<file path="src/hdl/pfc_pkg.sv">
// Shared types, codes and frame tables of the peripheral bus poll controller.
package pfc_pkg;

  // Reply byte store.
  localparam int STORE_BYTES = 32;
  localparam int STORE_AW    = $clog2(STORE_BYTES);
  localparam logic [7:0] STORE_LIMIT = 8'(STORE_BYTES);

  // Reply byte counter saturates here; a saturated count is an overlong frame.
  localparam logic [6:0] COUNT_MAX = 7'd127;

  // Header bytes kept in flops for the frame checks.
  localparam int HDR_BYTES = 6;

  // Input operation codes.
  localparam logic OP_POLL = 1'b0;
  localparam logic OP_BYTE = 1'b1;

  // Result kinds.
  localparam logic [1:0] KIND_TX     = 2'd0;
  localparam logic [1:0] KIND_REPORT = 2'd1;
  localparam logic [1:0] KIND_STATUS = 2'd2;

  // Status codes.
  localparam logic [1:0] STATUS_FOUND    = 2'd0;
  localparam logic [1:0] STATUS_ACCEPTED = 2'd1;
  localparam logic [1:0] STATUS_REJECTED = 2'd2;
  localparam logic [1:0] STATUS_IGNORED  = 2'd3;

  // Poll modes.
  localparam logic [1:0] MODE_PROBE = 2'd0;
  localparam logic [1:0] MODE_CTRL  = 2'd1;
  localparam logic [1:0] MODE_KBD   = 2'd2;
  localparam logic [1:0] MODE_MOUSE = 2'd3;

  // Present-function mask bits.
  localparam logic [2:0] HAS_CTRL  = 3'b001;
  localparam logic [2:0] HAS_KBD   = 3'b010;
  localparam logic [2:0] HAS_MOUSE = 3'b100;

  // Frame header values.
  localparam logic [7:0] CMD_INFO_REPLY = 8'h1c;
  localparam logic [7:0] CMD_INFO_REQ   = 8'h01;
  localparam logic [7:0] CMD_GET_COND   = 8'h09;
  localparam logic [7:0] HOST_ADDR      = 8'h20;
  localparam logic [7:0] INFO_REPLY_CMD = 8'h05;
  localparam logic [7:0] COND_REPLY_CMD = 8'h08;
  localparam logic [7:0] FUNC_CTRL_LO   = 8'h01;
  localparam logic [7:0] FUNC_KBD_LO    = 8'h40;
  localparam logic [7:0] FUNC_MOUSE_HI  = 8'h02;
  localparam logic [7:0] COND_CSUM_SEED = 8'h28;
  localparam logic [7:0] INFO_CSUM      = 8'h21;

  localparam logic [6:0] PROBE_MIN_LEN = 7'd52;
  localparam logic [6:0] COND_MIN_LEN  = 7'd9;
  localparam logic [7:0] CTRL_PAY_LEN  = 8'd3;
  localparam logic [7:0] MOUSE_PAY_LEN = 8'd6;

  // Outgoing frame and report lengths.
  localparam logic [3:0] PROBE_FRAME_LEN = 4'd5;
  localparam logic [3:0] COND_FRAME_LEN  = 4'd9;
  localparam logic [4:0] SHORT_RPT_LEN   = 5'd9;
  localparam logic [4:0] MOUSE_RPT_LEN   = 5'd21;

  // Report id bytes and adjustments.
  localparam logic [7:0] RPT_ID_CTRL  = 8'd1;
  localparam logic [7:0] RPT_ID_KBD   = 8'd2;
  localparam logic [7:0] RPT_ID_MOUSE = 8'd3;
  localparam logic [7:0] SIGN_FLIP    = 8'h80;
  localparam logic [7:0] WHEEL_HI     = 8'h02;
  localparam logic [5:0] RPT_BASE     = 6'd8;

  typedef struct packed {
    logic       operation;
    logic [7:0] data;
    logic       last;
    logic       report_busy;
  } in_item_t;

  typedef struct packed {
    logic [1:0] kind;
    logic [7:0] value;
    logic       end_of_run;
  } out_item_t;

  // Work handed from the front to the back.
  typedef struct packed {
    logic       is_status;
    logic [1:0] mode;
    logic [1:0] status;
    logic       report;
  } job_t;

  typedef struct packed {
    logic                en;
    logic [STORE_AW-1:0] addr;
    logic [7:0]          data;
  } store_wr_t;

  // First present function of the mask, or of the whole present set when empty.
  function automatic logic [1:0] choose_mode(input logic [2:0] funcs,
                                             input logic [2:0] present);
    logic [2:0] g;
    logic [1:0] m;
    g = (funcs == 3'b000) ? present : funcs;
    if ((g & HAS_CTRL) != 3'b000) m = MODE_CTRL;
    else if ((g & HAS_KBD) != 3'b000) m = MODE_KBD;
    else if ((g & HAS_MOUSE) != 3'b000) m = MODE_MOUSE;
    else m = MODE_PROBE;
    return m;
  endfunction

  // Byte idx of the command frame sent for a poll in the given mode.
  function automatic logic [7:0] frame_byte(input logic [1:0] mode, input logic [3:0] idx);
    logic [7:0] lo;
    logic [7:0] hi;
    logic [7:0] b;
    lo = 8'h00;
    hi = 8'h00;
    if (mode == MODE_CTRL) lo = FUNC_CTRL_LO;
    else if (mode == MODE_KBD) lo = FUNC_KBD_LO;
    else hi = FUNC_MOUSE_HI;
    b = 8'h00;
    if (mode == MODE_PROBE) begin
      case (idx)
        4'd2:    b = HOST_ADDR;
        4'd3:    b = CMD_INFO_REQ;
        4'd4:    b = INFO_CSUM;
        default: b = 8'h00;
      endcase
    end else begin
      case (idx)
        4'd0:    b = CMD_INFO_REQ;
        4'd2:    b = HOST_ADDR;
        4'd3:    b = CMD_GET_COND;
        4'd4:    b = lo;
        4'd5:    b = hi;
        4'd8:    b = COND_CSUM_SEED ^ hi ^ lo;
        default: b = 8'h00;
      endcase
    end
    return b;
  endfunction

endpackage

</file>
<file path="src/hdl/peripheral_bus_poll_controller.sv">
// Top level of the peripheral bus poll controller: front, job queue and back.
//
//   Channel  Handshake            Payload    Moves
//   req      req_valid/req_ready  in_item_t  one poll or one received reply byte
//   rsp      rsp_valid/rsp_ready  out_item_t one frame, status or report byte
//
// A reply byte that is not the last one is taken and gives no result.
// A poll queues a job; the back sends its 5-byte or 9-byte command frame at one
// byte per cycle while rsp is not stalled. A last reply byte queues a status job;
// each report byte after it, up to 21 bytes, is a store read, then an output load.
// While a report is pending or running the front holds req_ready low, since the
// back reads the reply store. Reset clears mode, function set, count and control.
// A stalled rsp side fills the queue (two jobs) and then stalls the req side.
module peripheral_bus_poll_controller import pfc_pkg::*; (
  input  logic      clk,
  input  logic      rst,
  input  logic      req_valid,
  output logic      req_ready,
  input  in_item_t  req,
  output logic      rsp_valid,
  input  logic      rsp_ready,
  output out_item_t rsp
);

  logic      push;
  job_t      push_job;
  logic      pop;
  job_t      head;
  logic      q_full;
  logic      q_empty;
  store_wr_t wr;
  logic      report_done;

  // The front classifies each item and decides the frame outcome at once.
  pfc_front u_front (
    .clk         (clk),
    .rst         (rst),
    .req_valid   (req_valid),
    .req_ready   (req_ready),
    .req         (req),
    .q_full      (q_full),
    .push        (push),
    .push_job    (push_job),
    .wr          (wr),
    .report_done (report_done)
  );

  // Short queue so the front keeps taking items while results drain.
  pfc_queue u_queue (
    .clk      (clk),
    .rst      (rst),
    .push     (push),
    .push_job (push_job),
    .pop      (pop),
    .head     (head),
    .full     (q_full),
    .empty    (q_empty)
  );

  // The back owns the reply store and the output register.
  pfc_back u_back (
    .clk         (clk),
    .rst         (rst),
    .q_empty     (q_empty),
    .pop         (pop),
    .head        (head),
    .wr          (wr),
    .report_done (report_done),
    .rsp_valid   (rsp_valid),
    .rsp_ready   (rsp_ready),
    .rsp         (rsp)
  );

endmodule

</file>
<file path="src/hdl/pfc_queue.sv">
// Two-entry job queue between the front and the back.
module pfc_queue import pfc_pkg::*; (
  input  logic clk,
  input  logic rst,
  input  logic push,
  input  job_t push_job,
  input  logic pop,
  output job_t head,
  output logic full,
  output logic empty
);

  job_t       slots [2];
  logic       wp;
  logic       rp;
  logic [1:0] cnt;

  assign full  = (cnt == 2'd2);
  assign empty = (cnt == 2'd0);
  assign head  = slots[rp];

  always_ff @(posedge clk) begin
    if (rst) begin
      wp  <= 1'b0;
      rp  <= 1'b0;
      cnt <= 2'd0;
    end else begin
      if (push) wp <= ~wp;
      if (pop) rp <= ~rp;
      if (push && !pop) cnt <= cnt + 2'd1;
      else if (pop && !push) cnt <= cnt - 2'd1;
    end
  end

  always_ff @(posedge clk) begin
    if (push) slots[wp] <= push_job;
  end

endmodule

</file>
<file path="src/hdl/pfc_front.sv">
// Front part: takes items, buffers reply bytes, checks frames and queues jobs.
module pfc_front import pfc_pkg::*; (
  input  logic      clk,
  input  logic      rst,
  input  logic      req_valid,
  output logic      req_ready,
  input  in_item_t  req,
  input  logic      q_full,
  output logic      push,
  output job_t      push_job,
  output store_wr_t wr,
  input  logic      report_done
);

  logic [1:0] mode;
  logic [2:0] present;
  logic [6:0] count;
  logic [7:0] xsum;
  logic [7:0] hdr [HDR_BYTES];
  logic       lock;

  logic        accept;
  logic        is_byte;
  logic [6:0]  count_inc;
  logic [6:0]  n;
  logic [7:0]  hn [HDR_BYTES];
  logic [7:0]  xor_next;
  logic [10:0] len_expect;
  logic [2:0]  funcs;
  logic        found;
  logic        acc;
  logic        ok;
  logic [1:0]  mode_next;
  logic [2:0]  present_next;

  // The back reads report bytes from the store, so new items wait until it is done.
  assign req_ready = !q_full && !lock;
  assign accept    = req_valid && req_ready;
  assign is_byte   = (req.operation == OP_BYTE);

  assign wr.en   = accept && is_byte && ({1'b0, count} < STORE_LIMIT);
  assign wr.addr = count[STORE_AW-1:0];
  assign wr.data = req.data;

  assign count_inc = (count == COUNT_MAX) ? count : count + 7'd1;
  assign n         = (count_inc == COUNT_MAX) ? 7'd0 : count_inc;
  assign xor_next  = xsum ^ req.data;

  always_comb begin
    for (int i = 0; i < HDR_BYTES; i++) begin
      hn[i] = (count == 7'(i)) ? req.data : hdr[i];
    end
  end

  assign len_expect = {1'b0, hn[0], 2'b00} + 11'd5;
  assign funcs = {hn[5][1], hn[4][6], hn[4][0]};

  assign found = (n >= PROBE_MIN_LEN) && (hn[0] == CMD_INFO_REPLY) &&
                 (hn[1] == HOST_ADDR) && (hn[2] == 8'h00) && (hn[3] == INFO_REPLY_CMD);
  assign acc = (n >= COND_MIN_LEN) && (len_expect == {4'b0000, n}) &&
               (xor_next == 8'h00) && (hn[1] == HOST_ADDR) && (hn[2] == 8'h00) &&
               (hn[3] == COND_REPLY_CMD);

  always_comb begin
    mode_next    = mode;
    present_next = present;
    ok           = 1'b0;
    push_job.is_status = (req.operation == OP_BYTE);
    push_job.mode      = mode;
    push_job.status    = STATUS_IGNORED;
    push_job.report    = 1'b0;
    if (mode == MODE_PROBE) begin
      if (found) begin
        present_next    = funcs;
        mode_next       = choose_mode(funcs, funcs);
        push_job.status = STATUS_FOUND;
      end
    end else if (acc) begin
      case (mode)
        MODE_CTRL: begin
          mode_next = choose_mode(present & ~HAS_CTRL, present);
          ok = (hn[0] == CTRL_PAY_LEN) && (hn[4] == FUNC_CTRL_LO);
        end
        MODE_KBD: begin
          mode_next = choose_mode(present & HAS_MOUSE, present);
          ok = (hn[0] == CTRL_PAY_LEN) && (hn[4] == FUNC_KBD_LO);
        end
        default: begin
          mode_next = choose_mode(3'b000, present);
          ok = (hn[0] == MOUSE_PAY_LEN) && (hn[5] == FUNC_MOUSE_HI);
        end
      endcase
      push_job.status = STATUS_ACCEPTED;
      push_job.report = ok && !req.report_busy && is_byte;
    end else begin
      mode_next       = MODE_PROBE;
      push_job.status = STATUS_REJECTED;
    end
  end

  assign push = accept && (!is_byte || req.last);

  always_ff @(posedge clk) begin
    if (rst) begin
      mode    <= MODE_PROBE;
      present <= 3'b000;
      count   <= 7'd0;
      xsum    <= 8'h00;
      lock    <= 1'b0;
    end else begin
      if (accept) begin
        if (!is_byte || req.last) begin
          count <= 7'd0;
          xsum  <= 8'h00;
        end else begin
          count <= count_inc;
          xsum  <= xor_next;
        end
        if (is_byte && req.last) begin
          mode    <= mode_next;
          present <= present_next;
        end
      end
      if (push && push_job.report) lock <= 1'b1;
      else if (report_done) lock <= 1'b0;
    end
  end

  always_ff @(posedge clk) begin
    for (int i = 0; i < HDR_BYTES; i++) begin
      if (accept && is_byte && (count == 7'(i))) hdr[i] <= req.data;
    end
  end

endmodule

</file>
<file path="src/hdl/pfc_back.sv">
// Back part: runs queued jobs, reads the reply store and drives the result register.
module pfc_back import pfc_pkg::*; (
  input  logic      clk,
  input  logic      rst,
  input  logic      q_empty,
  output logic      pop,
  input  job_t      head,
  input  store_wr_t wr,
  output logic      report_done,
  output logic      rsp_valid,
  input  logic      rsp_ready,
  output out_item_t rsp
);

  typedef enum logic [4:0] {
    ST_IDLE   = 5'b00001,
    ST_FRAME  = 5'b00010,
    ST_STATUS = 5'b00100,
    ST_FETCH  = 5'b01000,
    ST_REPORT = 5'b10000
  } state_t;

  state_t state;
  state_t state_next;
  job_t   job;
  job_t   job_next;
  logic [4:0] idx;
  logic [4:0] idx_next;
  logic       borrow;
  logic       borrow_next;
  logic [7:0] rd_data;
  logic [7:0] store [STORE_BYTES];

  logic                can_load;
  logic                load;
  out_item_t           out_next;
  logic [4:0]          rpt_off;
  logic [5:0]          rd_sum;
  logic [STORE_AW-1:0] rd_addr;
  logic [3:0]          frame_len;
  logic [4:0]          rpt_len;
  logic [7:0]          rpt_byte;
  logic                frame_end;
  logic                rpt_end;

  assign can_load = !rsp_valid || rsp_ready;

  // Report byte k comes from store entry 8 + ((k - 1) xor 3).
  assign rpt_off = (idx - 5'd1) ^ 5'd3;
  assign rd_sum  = {1'b0, rpt_off} + RPT_BASE;
  assign rd_addr = STORE_AW'(rd_sum);

  assign frame_len = (job.mode == MODE_PROBE) ? PROBE_FRAME_LEN : COND_FRAME_LEN;
  assign rpt_len   = (job.mode == MODE_MOUSE) ? MOUSE_RPT_LEN : SHORT_RPT_LEN;
  assign frame_end = (idx[3:0] == frame_len - 4'd1);
  assign rpt_end   = (idx == rpt_len - 5'd1);

  always_comb begin
    rpt_byte = rd_data;
    if (idx == 5'd0) begin
      if (job.mode == MODE_CTRL) rpt_byte = RPT_ID_CTRL;
      else if (job.mode == MODE_KBD) rpt_byte = RPT_ID_KBD;
      else rpt_byte = RPT_ID_MOUSE;
    end else if (job.mode == MODE_MOUSE) begin
      // Wheel word is replaced by 0x200 minus itself, low byte first.
      if (idx == 5'd1) rpt_byte = ~rd_data;
      else if (idx == 5'd9) rpt_byte = 8'h00 - rd_data;
      else if (idx == 5'd10) rpt_byte = WHEEL_HI - rd_data - {7'd0, borrow};
    end else if (job.mode == MODE_CTRL) begin
      if (idx inside {5'd1, 5'd2}) rpt_byte = ~rd_data;
      else if (idx inside {[5'd5:5'd8]}) rpt_byte = rd_data ^ SIGN_FLIP;
    end
  end

  always_comb begin
    state_next  = state;
    job_next    = job;
    idx_next    = idx;
    borrow_next = borrow;
    load        = 1'b0;
    pop         = 1'b0;
    report_done = 1'b0;
    out_next    = '0;
    case (state)
      ST_IDLE: begin
        if (!q_empty) begin
          pop        = 1'b1;
          job_next   = head;
          idx_next   = 5'd0;
          state_next = head.is_status ? ST_STATUS : ST_FRAME;
        end
      end
      ST_FRAME: begin
        if (can_load) begin
          load                = 1'b1;
          out_next.kind       = KIND_TX;
          out_next.value      = frame_byte(job.mode, idx[3:0]);
          out_next.end_of_run = frame_end;
          if (frame_end) state_next = ST_IDLE;
          else idx_next = idx + 5'd1;
        end
      end
      ST_STATUS: begin
        if (can_load) begin
          load                = 1'b1;
          out_next.kind       = KIND_STATUS;
          out_next.value      = {6'd0, job.status};
          out_next.end_of_run = !job.report;
          state_next          = job.report ? ST_FETCH : ST_IDLE;
        end
      end
      ST_FETCH: begin
        state_next = ST_REPORT;
      end
      ST_REPORT: begin
        if (can_load) begin
          load                = 1'b1;
          out_next.kind       = KIND_REPORT;
          out_next.value      = rpt_byte;
          out_next.end_of_run = rpt_end;
          if (idx == 5'd9) borrow_next = (rd_data != 8'h00);
          if (rpt_end) begin
            report_done = 1'b1;
            state_next  = ST_IDLE;
          end else begin
            idx_next   = idx + 5'd1;
            state_next = ST_FETCH;
          end
        end
      end
      default: state_next = ST_IDLE;
    endcase
  end

  always_ff @(posedge clk) begin
    if (rst) begin
      state     <= ST_IDLE;
      rsp_valid <= 1'b0;
    end else begin
      state <= state_next;
      if (load) rsp_valid <= 1'b1;
      else if (rsp_ready) rsp_valid <= 1'b0;
    end
  end

  always_ff @(posedge clk) begin
    job    <= job_next;
    idx    <= idx_next;
    borrow <= borrow_next;
    if (load) rsp <= out_next;
  end

  always_ff @(posedge clk) begin
    if (wr.en) store[wr.addr] <= wr.data;
    rd_data <= store[rd_addr];
  end

endmodule
</file>
<file path="config.mk">
export PLATFORM = sky130hd
export DESIGN_NAME = peripheral_bus_poll_controller
export DESIGN_NICKNAME = d
export VERILOG_FILES = /design/src/hdl/pfc_pkg.sv /design/src/hdl/peripheral_bus_poll_controller.sv /design/src/hdl/pfc_queue.sv /design/src/hdl/pfc_front.sv /design/src/hdl/pfc_back.sv
export SDC_FILE = /design/constraint.sdc
export NUM_CORES = 1
export LEC_CHECK = 0
export BUFFER_PORTS_ARGS = -buffer_cell sky130_fd_sc_hd__buf_2
export CORE_AREA = 2 2 164 166
export DETAILED_ROUTE_END_ITERATION = 6
export DIE_AREA = 0 0 166 168
export PLACE_DENSITY_LB_ADDON = 0.25
export REMOVE_ABC_BUFFERS = 1
export SLEW_MARGIN = 20
export SYNTH_ARGS = -nofsm -noshare
export SYNTH_HDL_FRONTEND = slang
export SYNTH_HIERARCHICAL = 1
export SYNTH_SLANG_ARGS = --single-unit
export TNS_END_PERCENT = 1
</file>
<file path="constraint.sdc">
create_clock -name clk -period 9.1 [get_ports clk]
set_input_delay 1.365 -clock clk [delete_from_list [all_inputs] [get_ports clk]]
set_output_delay 1.365 -clock clk [all_outputs]
set_load 0.02 [all_outputs]
</file>
==> metrics.txt <==
dpl cells=about 1600; aggregate routed wire length=between 30000 and 40000 um; hold depth=2; Clock Skew=roughly 20 ps; status=completed; total grt overflow=0; first-pass GRT wire length=approximately 60000 um; RR Startpoint=u_front/count[0]; row count=60; Power Dens Cells=between 200 and 300 nW/um^2; Hold Path End=u_front/present[1]; dominant delay contributor by cell family on the critical path=simple AND/OR/NAND/NOR gates; synth warn=6; vias in the first global route=between 10000 and 15000; Crit-path slowest cell=nor4b_2; core region area=roughly 26000 sq um; Die Ht=roughly 170 um; vias per inst=between 6 and 7; post-route ant nets=0; CP Max Fanout=15; crit-path most repeated cell=nand2_1; clock sinks=378; antenna cell count=0; area grow syn2layout=8.56%; Post-Syn Area=~17000 sq um; placed inst area=roughly 18000 sq um; commonest non-fill, non-tap cell in the layout=edfxtp_1; worst setup path class=flip-flop to flip-flop; clk slew on worst S/H paths=approximately 60 ps; Global Route Usage Sum=roughly 28%; Max clock buf depth=3; synthesized instance count=around 1300; share of cells above drive strength 1=roughly 14%; syn avg cell area=around 14 sq um; Final Cell Area=18900 sq um; post-cts resize count=0; post-synth top area share=roughly three fifths; largest net degree at the start of global routing=66; slowest stage delay, CP=620 ps; Final Hold Viols=0; CP bufs+invs=1; Final Wtd Congestion=0.909; reg2reg end=u_front/mode[1]; Max Slew Vio Count=0; Slew @ Worst Pin=~920 ps; drc violations=0; total power=about 0.005 W; ys async rst share=0%; Port Buffers=27; FMAX=between 200 and 300 MHz; Initial DRC Count=roughly 1400; Clock Latency Late Sink=around 540 ps; unrepaired setup endpoints after global routing=no; post-route clock period utilization=a little over two fifths; Initial Util=around two thirds; Hold Crit Class=flip-flop to flip-flop; Clock Root Buffer=clkbuf_16; Seq cells post-synth=378; min Tclk post-route=a little under 4000 ps; Register Area=11000 sq um; Post-CTS Setup Bufs=0; Synth area leader=edfxtp_1; sequential share of the synthesized area=between 60% and 70%; via count=11000; most frequent cells in the layout=338 x edfxtp_1, 123 x nand2_1, 122 x nor2_1; non-filler cells, final=between 1500 and 2000; drt pass-1 iters=6; LEAKAGE=between 6 and 7 nW; Slew HR=between 30% and 40%; CP cell instances=inv_1 > ha_1 > nor4b_2 > nand2_1 > nand2_1 > nand2_1 > ha_1 > nor2b_1 > o211ai_1 > nand2_1 > or3_1 > o21ai_1 > nand4_1 > a221oi_1; CP Data Required Time=between 9000 and 10000 ps; Die W=166 um; Reg2Reg Setup Slack=about 5200 ps; Max-Cap Viols=0; die area=roughly 28000 sq um; total negative setup slack=0 ps; Finish-stage setup viols=0; H-tree Lvls=2; Post-DP HPWL=around 24000 um; Yosys cell types=93; area of the multi-input gates=just under 6000 sq um; Top FF cell, synth=edfxtp_1; Worst setup EP type=flip-flop; CTS Hold Bufs=0; dominant cells by area after synthesis=edfxtp_1 58%, mux4_2 6.6%, dfxtp_1 4.6%; Critical Path AT=4320 ps; total CTS buffers=38; FF-to-FF path depth=14; hold path start=u_front/present[1]; initial antenna violation count=1; WL/cell=23.7 um; Final #Nets=between 1000 and 1500; CP Launch Type=flip-flop; CTS tree=done; io pins=28; Max IR drop VDD=between 0.2 and 0.25 mV; Post-synth EDFFs=~340; number of fill cells in the layout=roughly 1700
## sequential cells by signal, summed over array words and instances, names as in the netlist, 5 cells and up, named ones only
signal / count
u_front/count: 7
u_front/hdr: 48
u_back/job: 5
u_back/rsp: 11
u_back/idx: 5
u_back/rd_data: 8
u_back/state: 5
u_back/store: 256
u_front/xsum: 8
u_queue/slots: 12
## per-layer routing
metal / routed length [um] / GRT usage [%]
met3: 3010 / 4.33
met4: 1140 / 9.22
met1: 15900 / 39.9
met5: 13 / 0
met2: 19000 / 46.2
## cell families after synthesis
kind of cell	count (synthesis)	share of synthesized area (%)
multiplexers	87	9.97
adder cells (fa/ha/maj)	34	2.49
AO/OA/AOI/OAI	201	7.62
XOR/XNOR	34	1.79
AND/OR/NAND/NOR	423	12.1
flip-flops	378	62.9
buffers and inverters	110	3.17
## cell usage after synthesis (6+ instances only)
| cell type | n |
|---|---|
| xnor2_1 | 23 |
| mux4_1 | 13 |
| nand2b_1 | 8 |
| o21ai_0 | 32 |
| mux2_2 | 13 |
| a211oi_1 | 6 |
| nand3_1 | 32 |
| o211ai_1 | 8 |
| or3_1 | 9 |
| a22oi_1 | 9 |
| buf_1 | 6 |
| or4_1 | 11 |
| buf_4 | 15 |
| a31oi_1 | 7 |
| edfxtp_1 | 338 |
| buf_2 | 11 |
| nand2_1 | 123 |
| nor3_1 | 14 |
| nor4b_1 | 6 |
| nor2_1 | 122 |
| mux4_2 | 51 |
| a21oi_1 | 76 |
| nor4_1 | 11 |
| nand3b_1 | 11 |
| nand4_1 | 17 |
| nor3b_1 | 7 |
| inv_1 | 36 |
| clkbuf_1 | 35 |
| mux2i_1 | 10 |
| and2_1 | 6 |
| ha_1 | 33 |
| dfxtp_1 | 40 |
| nor2b_1 | 14 |
| xor2_1 | 10 |
## cell type report
type	count	share of cell area, %
inverters	36	0.715
clock buffers	52	5.36
multi-input cells	779	31.4
well taps	341	2.26
clock inverters	17	0.999
repair buffers	44	1.39
flip-flops and latches	378	57.9
## how the worst max path moves through the flow
stage          slack, ps                   to        startpoint  depth (start not counted)
2_1_floorplan       3370    u_back/rd_data[0]     u_back/idx[0]                          6
3_3_place_gp        4890  u_queue/slots[0][0]            req[8]                          9
3_5_place_dp        4820  u_queue/slots[0][0]            req[8]                          9
4_1_cts             5310      u_front/mode[1]  u_front/count[0]                         14
5_1_grt             4860      u_front/mode[1]  u_front/count[0]                         14
6_report            5200      u_front/mode[1]  u_front/count[0]                         14
## tightest hold or removal path: stages, from the launching register on
cell and delay (ps):
dfxtp_1 320, nand2_1 60, a21oi_1 50
## metrics by stage
stage	hold WS (ps)	util, %	setup slack [ps]
3_3_place_gp	462	67.2	4890
6_report	477	71.8	5200
5_1_grt	505	71.8	4860
4_1_cts	478	71.8	5310
3_5_place_dp	471	67.2	4820
2_1_floorplan	444	-	3370
## power by group
group | internal (W) | switching, W | leakage [nW] | total (W)
registers | 0.00197 | 0.0000934 | 3.36 | 0.00206
logic | 0.000610 | 0.000901 | 2.34 | 0.00151
clock network | 0.000851 | 0.000642 | 0.587 | 0.00149
No activity file was read; power rests on OpenSTA's default activity.
